[config.mk]
export PLATFORM = sky130hd
export DESIGN_NAME = band_rank_select
export DESIGN_NICKNAME = d
export VERILOG_FILES = /design/src/rtl/brs_pkg.sv /design/src/rtl/band_rank_select.sv /design/src/rtl/brs_lane.sv /design/src/rtl/brs_merge.sv
export SDC_FILE = /design/constraint.sdc
export NUM_CORES = 2
export LEC_CHECK = 0
export ABC_AREA = 1
export BUFFER_PORTS_ARGS = -buffer_cell sky130_fd_sc_hd__buf_2
export CORE_ASPECT_RATIO = 1.5
export CORE_MARGIN = 3
export CORE_UTILIZATION = 34
export CTS_CLUSTER_DIAMETER = 150
export DETAILED_ROUTE_END_ITERATION = 8
export PLACE_DENSITY = 0.55
export SLEW_MARGIN = 20
export SYNTH_ARGS = -nofsm -noshare
export SYNTH_HDL_FRONTEND = slang
export SYNTH_SLANG_ARGS = --single-unit
[constraint.sdc]
create_clock -name clk -period 9.15 [get_ports clk]
set_input_delay 1.83 -clock clk [delete_from_list [all_inputs] [get_ports clk]]
set_output_delay 1.83 -clock clk [all_outputs]
set_load 0.1 [all_outputs]
[src/rtl/brs_pkg.sv]
// ----------------------------------------------------------------------------
// brs_pkg
// Types and constants shared by the rank selection block.
// ----------------------------------------------------------------------------
`default_nettype none

package brs_pkg;

	localparam int INPUTS    = 8;
	localparam int ELEM_BITS = 32;
	localparam int POS_W     = $clog2(INPUTS);
	localparam int CNT_W     = $clog2(INPUTS + 1);
	localparam int CFG_W     = 4;
	localparam int IDX_W     = 2;

	typedef enum logic [IDX_W-1:0] {
		REG_NUM_INPUTS  = 2'd0,
		REG_RANK_PICK   = 2'd1,
		REG_SIGNED_MODE = 2'd2
	} cfg_reg_t;

	typedef logic [ELEM_BITS-1:0] elem_t;
	typedef elem_t [INPUTS-1:0] elem_vec_t;

	typedef struct packed {
		logic [31:0] value_0;
		logic [31:0] value_1;
		logic [31:0] value_2;
		logic [31:0] value_3;
		logic [31:0] value_4;
		logic [31:0] value_5;
		logic [31:0] value_6;
		logic [31:0] value_7;
		logic        line_end_in;
	} req_t;

	typedef struct packed {
		logic [31:0] ranked_value;
		logic        line_end_out;
	} result_t;

	typedef struct packed {
		logic [CNT_W-1:0] cnt;
		logic [POS_W-1:0] pick;
		logic             signed_mode;
	} ctl_t;

endpackage

`default_nettype wire

[src/rtl/band_rank_select.sv]
// ----------------------------------------------------------------------------
// band_rank_select
// Rank-order selection across the co-located elements of up to eight images.
// ----------------------------------------------------------------------------
// One request is taken every cycle; busy never rises. Each request is
// registered, ranked in the eight parallel ranking lanes, registered again
// and merged onto result with done high in the merge stage. The
// result is shown for a single cycle and cannot be held off, so the receiver
// must take it when done is high. Write the registers only while no request
// is in flight.
// ----------------------------------------------------------------------------
`default_nettype none

module band_rank_select (
	input  logic                          clk,
	input  logic                          arst_n,
	input  logic                          start,
	output logic                          busy,
	input  brs_pkg::req_t                 req,
	input  logic                          cfg_we,
	input  logic [brs_pkg::IDX_W-1:0]     cfg_index,
	input  logic [brs_pkg::CFG_W-1:0]     cfg_wdata,
	output logic                          done,
	output brs_pkg::result_t              result
);
	import brs_pkg::*;

	logic [3:0]       num_inputs_q;
	logic [2:0]       rank_pick_q;
	logic             signed_mode_q;

	logic             accept;
	ctl_t             ctl;
	logic [CNT_W-1:0] cnt;
	elem_vec_t        vals_in;

	logic             valid_s1;
	elem_vec_t        vals_s1;
	logic             line_end_s1;
	ctl_t             ctl_s1;

	logic [INPUTS-1:0] hits;
	logic              valid_s2;
	logic [INPUTS-1:0] hits_s2;
	elem_vec_t         vals_s2;
	logic              line_end_s2;

	elem_t             sel;

	assign busy   = 1'b0;
	assign accept = start && !busy;

	// Configuration registers
	always_ff @(posedge clk or negedge arst_n) begin
		if (!arst_n) begin
			num_inputs_q  <= 4'd8;
			rank_pick_q   <= 3'd4;
			signed_mode_q <= 1'b0;
		end else if (cfg_we) begin
			unique case (cfg_index)
				REG_NUM_INPUTS:  num_inputs_q  <= cfg_wdata;
				REG_RANK_PICK:   rank_pick_q   <= cfg_wdata[2:0];
				REG_SIGNED_MODE: signed_mode_q <= cfg_wdata[0];
				default: ;
			endcase
		end
	end

	// Clamp count to 1..INPUTS and rank to count-1
	always_comb begin
		if ({1'b0, num_inputs_q} > 5'(INPUTS)) begin
			cnt = CNT_W'(INPUTS);
		end else if (num_inputs_q == 4'd0) begin
			cnt = CNT_W'(1);
		end else begin
			cnt = CNT_W'(num_inputs_q);
		end
		ctl.cnt         = cnt;
		ctl.signed_mode = signed_mode_q;
		if ({1'b0, rank_pick_q} > (cnt - 1'b1)) begin
			ctl.pick = POS_W'(cnt - 1'b1);
		end else begin
			ctl.pick = rank_pick_q;
		end
	end

	assign vals_in[0] = req.value_0;
	assign vals_in[1] = req.value_1;
	assign vals_in[2] = req.value_2;
	assign vals_in[3] = req.value_3;
	assign vals_in[4] = req.value_4;
	assign vals_in[5] = req.value_5;
	assign vals_in[6] = req.value_6;
	assign vals_in[7] = req.value_7;

	// Valid pipeline
	always_ff @(posedge clk or negedge arst_n) begin
		if (!arst_n) begin
			valid_s1 <= 1'b0;
			valid_s2 <= 1'b0;
		end else begin
			valid_s1 <= accept;
			valid_s2 <= valid_s1;
		end
	end

	// Payload pipeline
	always_ff @(posedge clk) begin
		if (accept) begin
			vals_s1     <= vals_in;
			line_end_s1 <= req.line_end_in;
			ctl_s1      <= ctl;
		end
		if (valid_s1) begin
			hits_s2     <= hits;
			vals_s2     <= vals_s1;
			line_end_s2 <= line_end_s1;
		end
	end

	for (genvar g = 0; g < INPUTS; g++) begin : g_lane
		brs_lane u_lane (
			.vals     (vals_s1),
			.ctl      (ctl_s1),
			.lane_idx (POS_W'(g)),
			.hit      (hits[g])
		);
	end

	brs_merge u_merge (
		.hits (hits_s2),
		.vals (vals_s2),
		.sel  (sel)
	);

	assign done   = valid_s2;
	assign result = {sel, line_end_s2};

endmodule

`default_nettype wire

[src/rtl/brs_lane.sv]
// ----------------------------------------------------------------------------
// brs_lane
// Ranks one element against the other active elements (the first cnt) and
// flags it when it sits at the requested rank.
// ----------------------------------------------------------------------------
`default_nettype none

module brs_lane (
	input  brs_pkg::elem_vec_t              vals,
	input  brs_pkg::ctl_t                   ctl,
	input  logic [brs_pkg::POS_W-1:0]       lane_idx,
	output logic                            hit
);
	import brs_pkg::*;

	elem_t            flip;
	elem_t            own;
	logic [POS_W-1:0] pos;

	assign flip = ctl.signed_mode ? {1'b1, {(ELEM_BITS-1){1'b0}}} : '0;
	assign own  = vals[lane_idx] ^ flip;

	always_comb begin
		elem_t other;
		logic  less;
		pos = '0;
		for (int j = 0; j < INPUTS; j++) begin
			other = vals[j] ^ flip;
			less  = (other < own) || ((other == own) && (POS_W'(j) < lane_idx));
			if ((CNT_W'(j) < ctl.cnt) && less) begin
				pos = pos + 1'b1;
			end
		end
	end

	assign hit = ({1'b0, lane_idx} < ctl.cnt) && (pos == ctl.pick);

endmodule

`default_nettype wire

[src/rtl/brs_merge.sv]
// ----------------------------------------------------------------------------
// brs_merge
// Combines the lane flags into the single selected element.
// ----------------------------------------------------------------------------
`default_nettype none

module brs_merge (
	input  logic [brs_pkg::INPUTS-1:0] hits,
	input  brs_pkg::elem_vec_t         vals,
	output brs_pkg::elem_t             sel
);
	import brs_pkg::*;

	always_comb begin
		sel = '0;
		for (int i = 0; i < INPUTS; i++) begin
			sel = sel | (vals[i] & {ELEM_BITS{hits[i]}});
		end
	end

endmodule

`default_nettype wire

==> impl_metrics.yaml <==
worst_setup_path:
  critPathArrivalTime_ns: 6.96
  cpPeakStageDelay_ns: 0.70
  cp.required_ns: 9.68
  path_class: "register to register"
  end_kind: "register"
  worst_path_most_repeated_cell: "nand2_1"
  crit_path_start_kind: "register"
  cp_slowest_cell: "xnor2_1"
  crit_path_max_fanout: 8
timing:
  holdWs_ns: 0.447
  tightest_slew_ns: 1.22
  max_freq_mhz: 155
  finalSetupViolCount: 0
  fin_crit_sh_pct: 70.4
  period_needed_ns: 6.44
  drv_slew: 0
  setup_ws_ns: 2.71
  tns_ns: 0
  max-slew-margin-rel_pct: 17.6
  rsz0062_at_grt: "false"
  skew_ns: 0.0455
  hold_viol_final: 0
worst_hold_path:
  hold_path.class: "register to register"
layout:
  syn2layout_area_growth_pct: 12.8
  final_util_pct: 38.7
  nNetsFinal: 6275
  fill_cells: 12636
  drive_gt1_share_pct: 10.6
clock_network:
  cts_resized: 0
  cts-hold-fix-buffers: 0
  numCtsBuffers: 57
  cts-root-buf: "clkbuf_16"
  cts_tree: "built"
  clk_pin_slew_ns: 0.07
  clockBufferDepth: 3
  cts_setup_buffers: 0
  htreeDepth: 2
  clkLatencyLatePin_ns: 0.70
  cts_sinks: 540
routing:
  vias: 36509
  dr.pass1.iters: 7
  wire_per_inst_um: 25.5
  drt_iter0_markers: 2415
  ant_nets: 0
  routed_via_density: 5.43
  drc: 0
  routed_wirelength_um: 171000
yosys:
  synth-warning-count: 0
  yosysSeqAreaShare_pct: 37.6
  syn_nets: 5921
  synthCells: 4706
  synth.distinct_cells: 62
  ys_ff_latch: 540
  syn_area_per_cell_sq_um: 9.13
  synth_edf_count: 530
  syn_area_sq_mm: 0.0430
  postSynth.asyncResetShare_pct: 1.85
  synthFlopType: "edfxtp_1"
job:
  max_cap_violations: 0
floorplanning:
  core.rowCount: 159
  core_sq_mm: 0.125
  initial_core_util_pct: 34.3
  die_height_um: 441
  die_area_sq_mm: 0.131
  die_w_um: 296
  io_pins: 302
power_and_ir_drop:
  total_power_mw: 10.1
  irDropWorstVdd_v: 0.000178
  power.leakage_nw: 23.0
  p_per_area_mw_per_mm2: 208
placement:
  post-dp-hpwl_um: 137000
  dp_slack_ns: 2.84
  gp_congestion: 1.01
  port_buffers: 300
grt:
  grt_pass1_vias: 35459
  grt_max_degree: 150
  grt_pass1_wl_um: 240000
  antenna_found_initial: 5
  grt_use_total_pct: 25.7
  grt-ovfl-total: 0
status:
  status: "complete, no violations"
==> power by group <==
part           internal (mW)  switching (mW)
Sequential              3.00           0.364
Clock                   1.32            1.04
Combinational           1.36            3.01
Total                   5.68            4.42
==> stage by stage <==
stage | area (sq um) | cells
after floorplan | 43000 | 4706
after global placement | 46600 | 6611
after detailed placement | 46600 | 6611
after CTS | 48500 | 6714
after global routing | 48500 | 6715
final | 48500 | 6719
==> metal layers <==
layer	wire [um]	GRT usage, %	part of all wire [%]	vias up
met5	0	0	0	-
met2	81500	44.0	48	1285
met3	8700	2.89	5.1	447
met4	16700	20.8	9.7	0
met1	64300	28.9	38	17386
li1	-	-	-	17391
==> sequential cells by signal (all words and copies together), names as in the netlist <==
signal         cells
vals_s1          256
vals_s2          256
ctl_s1             8
hits_s2            8
num_inputs_q       4
rank_pick_q        3
done               1
line_end_s1        1
line_end_s2        1
signed_mode_q      1
valid_s1           1
==> placed cells by master (no fill, tap or decap), types with 14 or more instances in the layout <==
cell and instances:
nor3_1 28, nand3_1 255, nor2_1 242, nand2_2 38, o21ai_0 135, edfxtp_1 530
nand2_1 1093, clkinv_1 14, nor4_1 14, o21a_1 45, clkbuf_16 57, ha_1 948
a21oi_1 451, nand4_1 124, nand3_2 21, or2_2 15, buf_4 31, a22o_1 20
a221oi_1 34, inv_1 507, buf_2 299
==> logic make-up after synthesis <==
family | share of synthesized area [%]
and+or+nand+nor | 19.7
DFF | 37.6
xor gates and xnor gates | 0.469
buffers and inverters | 4.92
adders and majority gates | 27.6
AOI/OAI and AO/OA | 9.65
muxes | 0.0262
other | 0.00873
==> synth_stat cells, types with 11 or more instances <==
| cell | count | area share [%] |
|---|---|---|
| nand3_1 | 255 | 3.0 |
| a21oi_1 | 451 | 5.3 |
| nand4_1 | 124 | 1.8 |
| nor4_1 | 14 | 0.20 |
| a22o_1 | 20 | 0.41 |
| or2_2 | 15 | 0.22 |
| xor2_1 | 12 | 0.24 |
| nand3_2 | 21 | 0.49 |
| nand2_2 | 38 | 0.55 |
| xnor2_1 | 11 | 0.22 |
| nand2_1 | 1093 | 9.5 |
| a221oi_1 | 34 | 0.69 |
| o21a_1 | 45 | 0.79 |
| clkbuf_1 | 23 | 0.20 |
| ha_1 | 948 | 28 |
| nor2_1 | 242 | 2.1 |
| nor3_1 | 28 | 0.33 |
| edfxtp_1 | 530 | 37 |
| o21ai_0 | 135 | 1.6 |
| inv_1 | 507 | 4.4 |
==> critical path: cells and delay by family (launching register included) <==
kind / cells / cell delay, ns
and+or+nand+nor: 23 / 2.82
xor gates and xnor gates: 1 / 0.70
DFF: 1 / 0.57
buffers and inverters: 5 / 0.56
adders and majority gates: 6 / 1.59
==> final cells by class <==
cell class / instances / area, sq um / share of cell area (%)
Antenna cell: 5 / 12.5 / 0.0258
Multi-Input combinational cell: 3610 / 24700 / 50.9
Timing Repair Buffer: 333 / 1780 / 3.68
Sequential cell: 540 / 16200 / 33.4
Clock buffer: 69 / 1470 / 3.04
Clock inverter: 34 / 380 / 0.785
Tap cell: 1610 / 2010 / 4.16
Inverter: 518 / 1940 / 4.01
==> path summary, 6_finish.rpt <==
check                      slack [ns]  cells past startpoint               to         from
min reg2reg                      0.45                      0      line_end_s2  line_end_s1
min in group asynchronous        1.01                      1  num_inputs_q[2]       arst_n
max reg2reg                      2.71                     35       hits_s2[3]    ctl_s1[0]
max in group asynchronous        7.89                      1   rank_pick_q[2]       arst_n
max                              2.71                     35       hits_s2[3]    ctl_s1[0]
min                              0.45                      0      line_end_s2  line_end_s1
No activity file was read; power rests on OpenSTA's default activity.
